$ cat src/rtl/tibr_pkg.sv
// ----------------------------------------------------------------------------
// tibr_pkg
// Shared constants, types and codes of the thread ID bitmap registry.
// ----------------------------------------------------------------------------
package tibr_pkg;

  // Bitmap geometry.
  localparam int unsigned BITMAP_WORDS = 32;
  localparam int unsigned WORD_BITS    = 32;
  localparam int unsigned BIT_AW       = $clog2(WORD_BITS);
  localparam int unsigned WORD_AW      = (BITMAP_WORDS > 1) ? $clog2(BITMAP_WORDS) : 1;
  localparam int unsigned MAX_ID       = BITMAP_WORDS * WORD_BITS;

  // Field widths.
  localparam int unsigned CMD_W    = 2;
  localparam int unsigned STATUS_W = 2;
  localparam int unsigned ID_W     = 11;
  localparam int unsigned COUNT_W  = 11;
  localparam int unsigned TOTAL_W  = 32;

  typedef logic [WORD_BITS-1:0] word_t;
  typedef logic [WORD_AW-1:0]   word_addr_t;
  typedef logic [BIT_AW-1:0]    bit_idx_t;
  typedef logic [ID_W-1:0]      id_t;
  typedef logic [COUNT_W-1:0]   count_t;
  typedef logic [TOTAL_W-1:0]   total_t;

  localparam word_t      FULL_WORD = '1;
  localparam word_addr_t LAST_WORD = WORD_AW'(BITMAP_WORDS - 1);
  localparam count_t     COUNT_MAX = '1;
  localparam total_t     TOTAL_MAX = '1;

  // Command codes.
  typedef enum logic [CMD_W-1:0] {
    CMD_ALLOC    = 2'd0,
    CMD_START    = 2'd1,
    CMD_EXIT     = 2'd2,
    CMD_PEAK_RST = 2'd3
  } cmd_e;

  // Result status codes.
  typedef enum logic [STATUS_W-1:0] {
    ST_OK      = 2'd0,
    ST_FULL    = 2'd1,
    ST_INVALID = 2'd2
  } status_e;

  // Controller states.
  typedef enum logic [1:0] {
    S_IDLE,
    S_SCAN,
    S_EXIT,
    S_DONE
  } state_e;

  // Bitmap memory access request.
  typedef struct packed {
    logic       rd_en;
    word_addr_t rd_addr;
    logic       wr_en;
    word_addr_t wr_addr;
    word_t      wr_data;
  } mem_req_t;

  // Completion of one command, from the controller.
  typedef struct packed {
    logic    fire;
    logic    start_ok;
    logic    exit_ok;
    logic    peak_rst;
    logic    daemon;
    id_t     assigned;
    status_e status;
  } fin_t;

  // Thread counts.
  typedef struct packed {
    count_t live;
    count_t peak;
    total_t total;
    count_t non_daemon;
  } cnt_t;

endpackage

$ cat src/rtl/tibr_if.sv
// ----------------------------------------------------------------------------
// tibr_if
// Command and response channels of the thread ID bitmap registry.
// ----------------------------------------------------------------------------
interface tibr_cmd_if;
  logic        valid;
  logic        ready;
  logic [1:0]  command;
  logic        daemon;
  logic [10:0] free_id;

  modport source (output valid, command, daemon, free_id, input ready);
  modport sink   (input valid, command, daemon, free_id, output ready);
endinterface

interface tibr_rsp_if;
  logic        valid;
  logic        ready;
  logic [10:0] assigned_id;
  logic [1:0]  status;
  logic [10:0] live_count;
  logic [10:0] peak_count;
  logic [31:0] total_started;
  logic [10:0] non_daemon_count;

  modport source (output valid, assigned_id, status, live_count, peak_count,
                  total_started, non_daemon_count, input ready);
  modport sink   (input valid, assigned_id, status, live_count, peak_count,
                  total_started, non_daemon_count, output ready);
endinterface

$ cat src/rtl/tibr_bitmap_ram.sv
// ----------------------------------------------------------------------------
// tibr_bitmap_ram
// Bitmap word store: one write and one registered read per cycle. A word
// that was never written since reset reads as all zeros (every ID free).
// ----------------------------------------------------------------------------
module tibr_bitmap_ram (
  input  logic               clk_i,
  input  logic               rst_ni,
  input  tibr_pkg::mem_req_t req_i,
  output tibr_pkg::word_t    rd_data_o
);
  import tibr_pkg::*;

  word_t                   mem_q [BITMAP_WORDS];
  logic [BITMAP_WORDS-1:0] wvalid_q;
  word_t                   rd_data_q;
  logic                    rd_valid_q;

  // Storage array and read data register.
  always_ff @(posedge clk_i) begin
    if (req_i.wr_en) begin
      mem_q[req_i.wr_addr] <= req_i.wr_data;
    end
    if (req_i.rd_en) begin
      rd_data_q <= mem_q[req_i.rd_addr];
    end
  end

  // Per-word written flags, cleared at reset, and the flag of the word read.
  always_ff @(posedge clk_i or negedge rst_ni) begin
    if (!rst_ni) begin
      wvalid_q   <= '0;
      rd_valid_q <= 1'b0;
    end else begin
      if (req_i.wr_en) begin
        wvalid_q[req_i.wr_addr] <= 1'b1;
      end
      if (req_i.rd_en) begin
        rd_valid_q <= wvalid_q[req_i.rd_addr];
      end
    end
  end

  assign rd_data_o = rd_valid_q ? rd_data_q : '0;

endmodule

$ cat src/rtl/tibr_ctrl.sv
// ----------------------------------------------------------------------------
// tibr_ctrl
// Command sequencer: scans the bitmap one word per cycle for a free ID,
// clears IDs on exit, and reports each finished command.
// ----------------------------------------------------------------------------
module tibr_ctrl (
  input  logic               clk_i,
  input  logic               rst_ni,
  input  logic               cmd_valid_i,
  output logic               cmd_ready_o,
  input  logic [1:0]         command_i,
  input  logic               daemon_i,
  input  tibr_pkg::id_t      free_id_i,
  input  logic               out_free_i,
  input  tibr_pkg::word_t    rd_data_i,
  output tibr_pkg::mem_req_t mem_req_o,
  output tibr_pkg::fin_t     fin_o
);
  import tibr_pkg::*;

  state_e     state_q, state_d;
  cmd_e       cmd_q, cmd_d;
  logic       daemon_q, daemon_d;
  word_addr_t word_q, word_d;
  bit_idx_t   bit_q, bit_d;
  id_t        assigned_q, assigned_d;
  status_e    status_q, status_d;

  cmd_e       cmd_in;
  id_t        fid_m1;
  logic       fid_bad;
  bit_idx_t   free_bit;
  logic       accept;

  assign cmd_in  = cmd_e'(command_i);
  assign fid_m1  = free_id_i - ID_W'(1);
  assign fid_bad = (free_id_i == '0) || (32'(free_id_i) > MAX_ID);
  assign accept  = cmd_valid_i && cmd_ready_o;

  // Lowest clear bit of the word being scanned.
  always_comb begin
    free_bit = '0;
    for (int i = WORD_BITS - 1; i >= 0; i--) begin
      if (!rd_data_i[i]) begin
        free_bit = BIT_AW'(i);
      end
    end
  end

  // State and command registers.
  always_ff @(posedge clk_i or negedge rst_ni) begin
    if (!rst_ni) begin
      state_q <= S_IDLE;
    end else begin
      state_q <= state_d;
    end
  end

  always_ff @(posedge clk_i) begin
    cmd_q      <= cmd_d;
    daemon_q   <= daemon_d;
    word_q     <= word_d;
    bit_q      <= bit_d;
    assigned_q <= assigned_d;
    status_q   <= status_d;
  end

  // Next state, memory requests and completion.
  always_comb begin
    state_d    = state_q;
    cmd_d      = cmd_q;
    daemon_d   = daemon_q;
    word_d     = word_q;
    bit_d      = bit_q;
    assigned_d = assigned_q;
    status_d   = status_q;
    mem_req_o  = '0;
    fin_o      = '0;
    cmd_ready_o = 1'b0;

    unique case (state_q)
      S_IDLE: begin
        cmd_ready_o = 1'b1;
        if (accept) begin
          cmd_d      = cmd_in;
          daemon_d   = daemon_i;
          assigned_d = '0;
          status_d   = ST_OK;
          unique case (cmd_in)
            CMD_ALLOC, CMD_START: begin
              // Start the scan at word zero.
              mem_req_o.rd_en   = 1'b1;
              mem_req_o.rd_addr = '0;
              word_d            = '0;
              state_d           = S_SCAN;
            end
            CMD_EXIT: begin
              if (fid_bad) begin
                status_d = ST_INVALID;
                state_d  = S_DONE;
              end else begin
                mem_req_o.rd_en   = 1'b1;
                mem_req_o.rd_addr = WORD_AW'(fid_m1 >> BIT_AW);
                word_d            = WORD_AW'(fid_m1 >> BIT_AW);
                bit_d             = fid_m1[BIT_AW-1:0];
                state_d           = S_EXIT;
              end
            end
            default: begin
              state_d = S_DONE;
            end
          endcase
        end
      end

      S_SCAN: begin
        if (rd_data_i != FULL_WORD) begin
          // Claim the lowest free bit of this word.
          mem_req_o.wr_en   = 1'b1;
          mem_req_o.wr_addr = word_q;
          mem_req_o.wr_data = rd_data_i | (word_t'(1) << free_bit);
          assigned_d        = ID_W'({word_q, free_bit}) + ID_W'(1);
          state_d           = S_DONE;
        end else if (word_q == LAST_WORD) begin
          status_d = ST_FULL;
          state_d  = S_DONE;
        end else begin
          mem_req_o.rd_en   = 1'b1;
          mem_req_o.rd_addr = word_q + WORD_AW'(1);
          word_d            = word_q + WORD_AW'(1);
        end
      end

      S_EXIT: begin
        // Release the ID, whether or not it was in use.
        mem_req_o.wr_en   = 1'b1;
        mem_req_o.wr_addr = word_q;
        mem_req_o.wr_data = rd_data_i & ~(word_t'(1) << bit_q);
        state_d           = S_DONE;
      end

      S_DONE: begin
        if (out_free_i) begin
          fin_o.fire     = 1'b1;
          fin_o.start_ok = (cmd_q == CMD_START) && (status_q == ST_OK);
          fin_o.exit_ok  = (cmd_q == CMD_EXIT) && (status_q == ST_OK);
          fin_o.peak_rst = (cmd_q == CMD_PEAK_RST);
          fin_o.daemon   = daemon_q;
          fin_o.assigned = assigned_q;
          fin_o.status   = status_q;
          state_d        = S_IDLE;
        end
      end

      default: begin
        state_d = S_IDLE;
      end
    endcase
  end

  // A write and a read never target the same word in one cycle.
  assert property (@(posedge clk_i) disable iff (!rst_ni)
    !(mem_req_o.wr_en && mem_req_o.rd_en && (mem_req_o.wr_addr == mem_req_o.rd_addr)))
    else $error("bitmap read and write collide on one word");

  // At most one count update kind per completed transaction.
  assert property (@(posedge clk_i) disable iff (!rst_ni)
    fin_o.fire |-> $onehot0({fin_o.start_ok, fin_o.exit_ok, fin_o.peak_rst}))
    else $error("conflicting count updates");

  // A successful claim always yields a nonzero ID.
  assert property (@(posedge clk_i) disable iff (!rst_ni)
    (state_q == S_SCAN && mem_req_o.wr_en) |=> (assigned_q != '0 && status_q == ST_OK))
    else $error("claimed word but no ID recorded");

  // An accepted transaction always leaves idle.
  assert property (@(posedge clk_i) disable iff (!rst_ni)
    accept |=> (state_q != S_IDLE))
    else $error("accepted command did not start");

endmodule

$ cat src/rtl/tibr_counters.sv
// ----------------------------------------------------------------------------
// tibr_counters
// Live, peak, total and non-daemon thread counts with saturation.
// ----------------------------------------------------------------------------
module tibr_counters (
  input  logic           clk_i,
  input  logic           rst_ni,
  input  tibr_pkg::fin_t fin_i,
  output tibr_pkg::cnt_t cnt_d_o
);
  import tibr_pkg::*;

  cnt_t   cnt_q, cnt_d;
  count_t live_inc, live_dec, nd_inc, nd_dec;

  assign live_inc = (cnt_q.live == COUNT_MAX) ? cnt_q.live : cnt_q.live + COUNT_W'(1);
  assign live_dec = (cnt_q.live == '0) ? cnt_q.live : cnt_q.live - COUNT_W'(1);
  assign nd_inc   = (cnt_q.non_daemon == COUNT_MAX) ? cnt_q.non_daemon
                                                    : cnt_q.non_daemon + COUNT_W'(1);
  assign nd_dec   = (cnt_q.non_daemon == '0) ? cnt_q.non_daemon
                                             : cnt_q.non_daemon - COUNT_W'(1);

  // Count values after the completing transaction.
  always_comb begin
    cnt_d = cnt_q;
    if (fin_i.fire) begin
      if (fin_i.start_ok) begin
        cnt_d.live = live_inc;
        if (live_inc > cnt_q.peak) begin
          cnt_d.peak = live_inc;
        end
        if (cnt_q.total != TOTAL_MAX) begin
          cnt_d.total = cnt_q.total + TOTAL_W'(1);
        end
        if (!fin_i.daemon) begin
          cnt_d.non_daemon = nd_inc;
        end
      end else if (fin_i.exit_ok) begin
        cnt_d.live = live_dec;
        if (!fin_i.daemon) begin
          cnt_d.non_daemon = nd_dec;
        end
      end else if (fin_i.peak_rst) begin
        cnt_d.peak = cnt_q.live;
      end
    end
  end

  // Count registers; the main thread is counted from reset.
  always_ff @(posedge clk_i or negedge rst_ni) begin
    if (!rst_ni) begin
      cnt_q.live       <= COUNT_W'(1);
      cnt_q.peak       <= COUNT_W'(1);
      cnt_q.total      <= TOTAL_W'(1);
      cnt_q.non_daemon <= '0;
    end else begin
      cnt_q <= cnt_d;
    end
  end

  assign cnt_d_o = cnt_d;

  // The peak never falls below the live count.
  assert property (@(posedge clk_i) disable iff (!rst_ni)
    cnt_q.peak >= cnt_q.live)
    else $error("peak count below live count");

  // Counts only move when a transaction completes.
  assert property (@(posedge clk_i) disable iff (!rst_ni)
    !fin_i.fire |=> $stable(cnt_q))
    else $error("counts changed without a completed command");

endmodule

$ cat src/rtl/thread_id_bitmap_registry_unit.sv
// ----------------------------------------------------------------------------
// thread_id_bitmap_registry_unit
// Thread ID allocator over a bitmap of 32-bit words, with thread counts.
// ----------------------------------------------------------------------------
// One command is in flight at a time. An allocate or start command reads
// the bitmap from word zero up to the first word that still has a clear
// bit, or up to the last word when the bitmap is full; the bitmap memory
// delivers one word per cycle and the scan walks it in order. An exit does
// a read-modify-write of one word, and a peak reset or an out-of-range exit
// touches no bitmap word. The response sits in an output register, so a new
// command is taken while the previous response waits; a command finishes
// only once that register is free. The bitmap reads as all free right after
// reset without a clearing pass.
// ----------------------------------------------------------------------------
module thread_id_bitmap_registry_unit (
  input  logic       clk_i,
  input  logic       rst_ni,
  tibr_cmd_if.sink   cmd_i,
  tibr_rsp_if.source rsp_o
);
  import tibr_pkg::*;

  mem_req_t mem_req;
  word_t    rd_data;
  fin_t     fin;
  cnt_t     cnt_d;
  logic     out_free;

  logic     out_valid_q;
  id_t      out_assigned_q;
  logic [STATUS_W-1:0] out_status_q;
  cnt_t     out_cnt_q;

  assign out_free = !out_valid_q || rsp_o.ready;

  tibr_ctrl u_ctrl (
    .clk_i       (clk_i),
    .rst_ni      (rst_ni),
    .cmd_valid_i (cmd_i.valid),
    .cmd_ready_o (cmd_i.ready),
    .command_i   (cmd_i.command),
    .daemon_i    (cmd_i.daemon),
    .free_id_i   (cmd_i.free_id),
    .out_free_i  (out_free),
    .rd_data_i   (rd_data),
    .mem_req_o   (mem_req),
    .fin_o       (fin)
  );

  tibr_bitmap_ram u_ram (
    .clk_i     (clk_i),
    .rst_ni    (rst_ni),
    .req_i     (mem_req),
    .rd_data_o (rd_data)
  );

  tibr_counters u_counters (
    .clk_i   (clk_i),
    .rst_ni  (rst_ni),
    .fin_i   (fin),
    .cnt_d_o (cnt_d)
  );

  // Response valid flag.
  always_ff @(posedge clk_i or negedge rst_ni) begin
    if (!rst_ni) begin
      out_valid_q <= 1'b0;
    end else if (fin.fire) begin
      out_valid_q <= 1'b1;
    end else if (rsp_o.ready) begin
      out_valid_q <= 1'b0;
    end
  end

  // Response payload register.
  always_ff @(posedge clk_i) begin
    if (fin.fire) begin
      out_assigned_q <= fin.assigned;
      out_status_q   <= fin.status;
      out_cnt_q      <= cnt_d;
    end
  end

  assign rsp_o.valid            = out_valid_q;
  assign rsp_o.assigned_id      = out_assigned_q;
  assign rsp_o.status           = out_status_q;
  assign rsp_o.live_count       = out_cnt_q.live;
  assign rsp_o.peak_count       = out_cnt_q.peak;
  assign rsp_o.total_started    = out_cnt_q.total;
  assign rsp_o.non_daemon_count = out_cnt_q.non_daemon;

  // A finished command never overwrites a response still waiting.
  assert property (@(posedge clk_i) disable iff (!rst_ni)
    (out_valid_q && !rsp_o.ready) |-> !fin.fire)
    else $error("response overwritten before transaction");

  // A failed status (full or invalid) never carries an ID.
  assert property (@(posedge clk_i) disable iff (!rst_ni)
    (out_valid_q && out_status_q != ST_OK) |-> (out_assigned_q == '0))
    else $error("failed command reports an ID");

  // No command is accepted while another one is being processed.
  assert property (@(posedge clk_i) disable iff (!rst_ni)
    (cmd_i.valid && cmd_i.ready) |=> !cmd_i.ready)
    else $error("second command accepted while busy");

endmodule

$ cat src/flat_wrapper.sv
// flat-port wrapper written by rule: the top's interface ports become plain ports
module thread_id_bitmap_registry_unit_flat import tibr_pkg::*;
  (clk_i, rst_ni, cmd_i_valid, cmd_i_command, cmd_i_daemon, cmd_i_free_id, cmd_i_ready, rsp_o_valid, rsp_o_assigned_id, rsp_o_status, rsp_o_live_count, rsp_o_peak_count, rsp_o_total_started, rsp_o_non_daemon_count, rsp_o_ready);
  tibr_cmd_if cmd_i_i ();
  tibr_rsp_if rsp_o_i ();
  input  logic clk_i;
  input  logic rst_ni;
  input wire logic [$bits(cmd_i_i.valid)-1:0] cmd_i_valid;
  input wire logic [$bits(cmd_i_i.command)-1:0] cmd_i_command;
  input wire logic [$bits(cmd_i_i.daemon)-1:0] cmd_i_daemon;
  input wire logic [$bits(cmd_i_i.free_id)-1:0] cmd_i_free_id;
  output wire logic [$bits(cmd_i_i.ready)-1:0] cmd_i_ready;
  output wire logic [$bits(rsp_o_i.valid)-1:0] rsp_o_valid;
  output wire logic [$bits(rsp_o_i.assigned_id)-1:0] rsp_o_assigned_id;
  output wire logic [$bits(rsp_o_i.status)-1:0] rsp_o_status;
  output wire logic [$bits(rsp_o_i.live_count)-1:0] rsp_o_live_count;
  output wire logic [$bits(rsp_o_i.peak_count)-1:0] rsp_o_peak_count;
  output wire logic [$bits(rsp_o_i.total_started)-1:0] rsp_o_total_started;
  output wire logic [$bits(rsp_o_i.non_daemon_count)-1:0] rsp_o_non_daemon_count;
  input wire logic [$bits(rsp_o_i.ready)-1:0] rsp_o_ready;
  assign cmd_i_i.valid = cmd_i_valid;
  assign cmd_i_i.command = cmd_i_command;
  assign cmd_i_i.daemon = cmd_i_daemon;
  assign cmd_i_i.free_id = cmd_i_free_id;
  assign cmd_i_ready = cmd_i_i.ready;
  assign rsp_o_valid = rsp_o_i.valid;
  assign rsp_o_assigned_id = rsp_o_i.assigned_id;
  assign rsp_o_status = rsp_o_i.status;
  assign rsp_o_live_count = rsp_o_i.live_count;
  assign rsp_o_peak_count = rsp_o_i.peak_count;
  assign rsp_o_total_started = rsp_o_i.total_started;
  assign rsp_o_non_daemon_count = rsp_o_i.non_daemon_count;
  assign rsp_o_i.ready = rsp_o_ready;
  thread_id_bitmap_registry_unit u_core (.clk_i(clk_i), .rst_ni(rst_ni), .cmd_i(cmd_i_i), .rsp_o(rsp_o_i));
endmodule
$ cat config.mk
export PLATFORM = sky130hd
export DESIGN_NAME = thread_id_bitmap_registry_unit_flat
export DESIGN_NICKNAME = d
export VERILOG_FILES = /design/src/rtl/tibr_pkg.sv /design/src/rtl/tibr_if.sv /design/src/rtl/tibr_bitmap_ram.sv /design/src/rtl/tibr_ctrl.sv /design/src/rtl/tibr_counters.sv /design/src/rtl/thread_id_bitmap_registry_unit.sv /design/src/flat_wrapper.sv
export SDC_FILE = /design/constraint.sdc
export NUM_CORES = 1
export LEC_CHECK = 0
export BUFFER_PORTS_ARGS = -buffer_cell sky130_fd_sc_hd__buf_2
export CAP_MARGIN = 20
export CORE_MARGIN = 5
export CORE_UTILIZATION = 30
export CTS_CLUSTER_DIAMETER = 60
export DETAILED_ROUTE_END_ITERATION = 10
export GPL_TIMING_DRIVEN = 0
export PLACE_DENSITY_LB_ADDON = 0.3
export SYNTH_ARGS = -nofsm -noshare
export SYNTH_HDL_FRONTEND = slang
export SYNTH_SLANG_ARGS = --single-unit
$ cat constraint.sdc
create_clock -name clk_i -period 8.15 [get_ports clk_i]
set_input_delay 0.815 -clock clk_i [delete_from_list [all_inputs] [get_ports clk_i]]
set_output_delay 0.815 -clock clk_i [all_outputs]
set_load 0.005 [all_outputs]
* Word-level counts from Yosys, hierarchy flattened
Memory sizes are Yosys's and may differ from the RTL's. A register that Yosys moved wholly into a read port is not among the register bits.
Cells that the tools add are included.
** Cells by class
- Bitwise operators :: 5
- Div/mod/pow operators :: 0
- Eq/ne operators :: 22
- Muxes and demuxes :: 90
- Order comparisons :: 5
- $add $sub $neg :: 8
- Multipliers :: 0
- Reductions and logical operators :: 23
- Shift operators :: 2
** Operators by type and width (number)
- two-way mux 5 bit :: 36
- two-way mux 11 bit :: 14
- two-way mux 32 bit :: 3
- one-hot mux 38 bit (2 select lines) :: 1
- two-way mux 65 bit :: 1
- != test 32 bit (second input constant) :: 2
- OR 32 bit :: 2
- << shifter 1 x 5 -> 32 bit (first input constant) :: 2
- two-way mux 38 bit :: 1
- two-way mux 18 bit :: 2
- zero test 11 bit :: 3
- adder 32 x 1 -> 32 bit (second input constant) :: 1
- bitwise AND 32 bit :: 1
- NOT 32 bit :: 1
- two-way mux 6 bit :: 4
- one-hot mux 6 bit (2 select lines) :: 2
- adder 11 x 1 -> 11 bit (second input constant) :: 2
- equality test 11 bit (second input constant) :: 2
- two-way mux 22 bit :: 1
- one-hot mux 11 bit (2 select lines) :: 1
- subtractor 11 x 1 -> 11 bit (second input constant) :: 2
- one-hot mux 5 bit (2 select lines) :: 2
- two-way mux 2 bit :: 9
- less-than comparator 5 x 6 -> 1 bit (second input constant) :: 2
- other kinds (29) :: 58
** Word-level totals
- Input bits :: 18
- Memories kept :: 1
- Bits in registers :: 205
- Memory bits (writable) :: 1024
- Bits in latches :: 0
- Memory bits (read-only) :: 0
- Word-level logic and storage cells :: 176
** Memories
- u_core.u_ram.mem_q :: words 32, bits a word 32, read ports 1, clocked after Yosys merged registers in 1, write ports 1, RTL line tibr_bitmap_ram.sv:14 : word_t mem_q [BITMAP_WORDS];

* Longest topological paths before layout
- Depth in word-level cells :: 42
- Gate-level depth with buffers :: 22
- Depth with buffers taken out :: 19

* Hierarchy
A second synthesis with hierarchy kept.
** Unflattened totals
- Cell total of the unflattened synthesis :: 2677
- Area total of the unflattened synthesis :: 51429.3 µm²
** By module, submodules not included
- tibr_bitmap_ram :: area each 41411.0 µm², seq. area each 32536.2 µm², times used 1, cells an instance 1672
- tibr_counters :: area each 4386.7 µm², seq. area each 1630.3 µm², times used 1, cells an instance 480
- tibr_ctrl :: area each 3241.9 µm², seq. area each 830.8 µm², times used 1, cells an instance 444
- thread_id_bitmap_registry_unit :: area each 2389.8 µm², seq. area each 2367.3 µm², times used 1, cells an instance 81

* Least setup slack after synthesis
Ideal clock, no wire load.
- Path type :: in2reg
- Start :: input port rsp_o_ready
- End :: register u_core.out_cnt_q, in the netlist u_core.rsp_o.total_started[6] (data pin)
- Setup slack :: 3.486 ns
- Stages on the path :: 9
- Data arrival time :: 4.402 ns
- Library setup time :: 0.262 ns
- Path buffers :: 1
- Cells stage by stage :: nand2b_1 nand2_1 clkinv_1 nand2_1 a31oi_1 and3_1 clkbuf_1 and4_1 xor2_1
** RTL lines
- start, declared :: RTL line flat_wrapper.sv:20 : input wire logic [$bits(rsp_o_i.ready)-1:0] rsp_o_ready;
- end signal, assigned :: RTL line thread_id_bitmap_registry_unit.sv:80 : out_cnt_q <= cnt_d;
- end, declared :: RTL line thread_id_bitmap_registry_unit.sv:32 : cnt_t out_cnt_q;

* Final worst setup path
- Start :: register u_core.u_ram.rd_valid_q
- End :: register u_core.u_ram.rd_data_q[6] (read register of u_core.u_ram.mem_q) (data pin)
** On the way
- Cells in the longest elaborated chain, start to end :: 4
** RTL lines
- start, declared :: RTL line tibr_bitmap_ram.sv:17 : logic rd_valid_q;
- start signal, assigned :: RTL line tibr_bitmap_ram.sv:39 : rd_valid_q <= wvalid_q[req_i.rd_addr];
- two-way mux 32 bit :: RTL line tibr_bitmap_ram.sv:44 : assign rd_data_o = rd_valid_q ? rd_data_q : '0;
- != test 32 bit :: RTL line tibr_ctrl.sv:117 : if (rd_data_i != FULL_WORD) begin
- two-way mux 6 bit :: RTL line tibr_ctrl.sv:117
- one-hot mux 6 bit (2 select lines) :: RTL line tibr_ctrl.sv:81 : unique case (state_q)
- end, declared :: RTL line tibr_bitmap_ram.sv:16 : word_t rd_data_q;
Every way passes these cells.
A chain may end at the register's enable or synchronous reset.

==> impl_metrics.json <==
{
  "core-area_um2": 173200,
  "synth-async-reset-ratio": 0.08010,
  "final_antenna_net_count": 0,
  "status": "finished clean",
  "start_util": 0.3005,
  "p_leak_nw": 21.65,
  "synthTopCellsByCount": "edfxtp_1 (1160), nand2_1 (1072), nand3_1 (365)",
  "seq_area_frac_synth": 0.7176,
  "clk_latency_ns": 0.77,
  "area_growth_pct": 18.63,
  "drcViolationCount": 0,
  "cts_made_buffers": 139,
  "hp-class": "in -> reg",
  "dp.cells": 6566,
  "yosys.area.top_type": "edfxtp_1",
  "setup_viol": 0,
  "p_per_area_nw_per_um2": 268.1,
  "crit_type": "reg -> reg",
  "arrival_ns": 6.07,
  "grt_pass1_wl_um": 240000,
  "clk_pin_slew_ns": 0.06,
  "yosysWarnings": 0,
  "crit_path_end_kind": "flip-flop",
  "die_area_um2": 182000,
  "critPathLaunchType": "flip-flop",
  "gp_congestion": 0.8997,
  "ys_ff_latch": 1261,
  "synth_nets": 4121,
  "synth_area_per_cell_um2": 12.79,
  "die_w_um": 426.6,
  "cts_num_sinks": 1261,
  "ys.flop_type": "edfxtp_1",
  "setup_slack_ns": 2.572,
  "fin_crit_sh": 0.6844,
  "port_buffers": 97,
  "rows": 153,
  "avgRoutedWirePerCell_um": 24.67,
  "nets": 4435,
  "ctsHtreeMaxLevel": 4,
  "synth_edf_count": 1160,
  "drive_gt1_frac": 0.1308,
  "die-height_um": 426.6,
  "dp_slack_ns": 2.079,
  "synth_area_um2": 52070,
  "drt_iter0_drc": 4139,
  "crit_fanout": 10,
  "hold_viol_final": 0,
  "via_per_inst": 5.161,
  "maxSlewViolCount": 0,
  "wl_um": 168300,
  "max_freq_mhz": 179.3,
  "crit_required_ns": 8.64,
  "synth.top_cell.area_share": 0.6690,
  "tightest_slew_ns": 1.160,
  "slew_headroom": 0.2250,
  "n_fill_cell": 16730,
  "drv_cap": 0,
  "synthMostInstantiatedCell": "edfxtp_1",
  "num_vias": 35210,
  "ys_top_cells_by_area": "edfxtp_1 (67%), nand2_1 (7.7%), dfrtp_1 (4.7%), nand3_1 (3.5%), a311oi_1 (1.8%)",
  "tritoncts": "yes",
  "final.setup_skew_ns": 0.04710,
  "grt_overflow": 0,
  "grt_antenna_before_repair": 6,
  "synth_cells": 4072,
  "rsz0062_at_grt": "no",
  "ir_drop_uv": 215.9,
  "dr.pass1.iters": 5,
  "fin_tns_setup_ns": 0,
  "yosys.cell_types.count": 71,
  "final_cells": 6822,
  "root_buffer": "clkbuf_16",
  "place_hpwl_um": 118200,
  "grt_pass1_vias": 33420,
  "grt_start_max_net_pins": 80,
  "cts_max_path_buffers": 3,
  "grt_util_all_layers": 0.1807,
  "finalPower_mw": 16.56,
  "ioPinCount": 98,
  "min_period_ns": 5.578
}
-- sequential cells by signal, indices dropped and copies added, names as in the netlist, 5 cells and up --
register	flops
u_core.rsp_o.total_started	32
u_core.u_ram.mem_q	1024
u_core.u_ctrl.bit_q	5
u_core.rsp_o.assigned_id	11
u_core.u_ctrl.word_q	5
u_core.u_ram.wvalid_q	32
u_core.rsp_o.peak_count	11
u_core.u_ram.rd_data_q	32
u_core.u_counters.cnt_q	65
u_core.rsp_o.non_daemon_count	11
u_core.rsp_o.live_count	11
u_core.u_ctrl.assigned_q	11
-- cells by family (layout without fill, tap and decap cells) --
family | Yosys count | after routing | share of synthesized area
AO/OA/AOI/OAI | 481 | 481 | 0.06356
XOR/XNOR | 65 | 65 | 0.01093
adder cells (fa/ha/maj) | 31 | 31 | 0.007450
buffers and inverters | 290 | 712 | 0.02605
flip-flops | 1261 | 1261 | 0.7176
multiplexers | 63 | 63 | 0.01214
other | 0 | 3 | 0
AND/OR/NAND/NOR | 1881 | 1881 | 0.1622
-- layer usage --
| metal | share of wire | GRT usage |
|---|---|---|
| met5 | 0 | 0 |
| met3 | 0.080 | 0.03079 |
| met2 | 0.46 | 0.2873 |
| met1 | 0.42 | 0.2494 |
| met4 | 0.037 | 0.06557 |
-- worst paths after layout --
kind	cells after the start	slack, ns	to	start
min reg2reg	1	0.46	u_core.u_ram.wvalid_q[14]	u_core.u_ram.wvalid_q[14]
max in group asynchronous	3	6.88	u_core.u_ram.wvalid_q[15]	rst_ni
max reg2reg	11	2.57	u_core.u_ram.rd_data_q[6]	u_core.u_ram.rd_valid_q
min	1	0.29	u_core.u_ctrl.daemon_q	cmd_i_daemon
max	11	2.57	u_core.u_ram.rd_data_q[6]	u_core.u_ram.rd_valid_q
min in group asynchronous	2	0.49	u_core.u_counters.cnt_q[17]	rst_ni
-- report_power, final --
group / switching (mW) / internal (mW)
combinational: 1.65 / 0.734
sequential: 0.249 / 7.83
clock: 2.61 / 3.49
-- what timing repair did --
item | CTS | global route
gates resized for setup | 0 | 0
endpoints found under the hold margin | 21 | 0
hold buffers | 1 | 0
buffers inserted | 0 | 0
-- cell type report --
class,instances,area [um^2],area share
sequential,1261,37360,0.6049
multi-input combinational,2521,13940,0.2258
clock buffer,187,3761,0.06089
tap,2325,2909,0.04710
timing repair buffer,173,1795,0.02907
buffer,242,1176,0.01904
clock inverter,62,625.6,0.01013
inverter,48,181.4,0.002937
antenna,3,7.507,0.0001215
-- layout by cell type (no fill, tap or decap), types with 27 or more instances in the layout --
master and n:
a21oi_1 140, a311oi_1 107, a31oi_1 39, and3_1 113, buf_1 29, buf_12 38, buf_2 173, clkbuf_1 145
clkbuf_16 141, dfrtp_1 98, edfxtp_1 1160, ha_1 31, inv_1 47, mux2i_1 62, nand2_1 1072, nand3_1 365
nand4_1 27, nor2_1 52, nor2_4 40, nor3_1 39, o21ai_0 36, or2_2 34, or4_1 29, xnor2_1 47
-- critical path, stage by stage, from the launching register on --
cell      delay, ns
dfrtp_1        0.37
buf_6          0.16
nand2_1        0.16
nor4_1         0.73
nand2b_4       0.14
nor3_1         0.59
a31oi_1        0.46
nand3_1        0.50
clkbuf_1       0.75
a21oi_1        0.23
or4_1          0.66
a211oi_1       0.53
-- per-stage QoR --
step                area [um^2]    util  hold slack (ns)
CTS                       61730  0.3563           0.2364
global placement          55460  0.3201           0.4440
detailed placement        57330  0.3309           0.4479
floorplan                 52070       -           0.4301
global route              61760  0.3565           0.2498
finish                    61770  0.3565           0.2938
No activity file was read; power rests on OpenSTA's default activity.
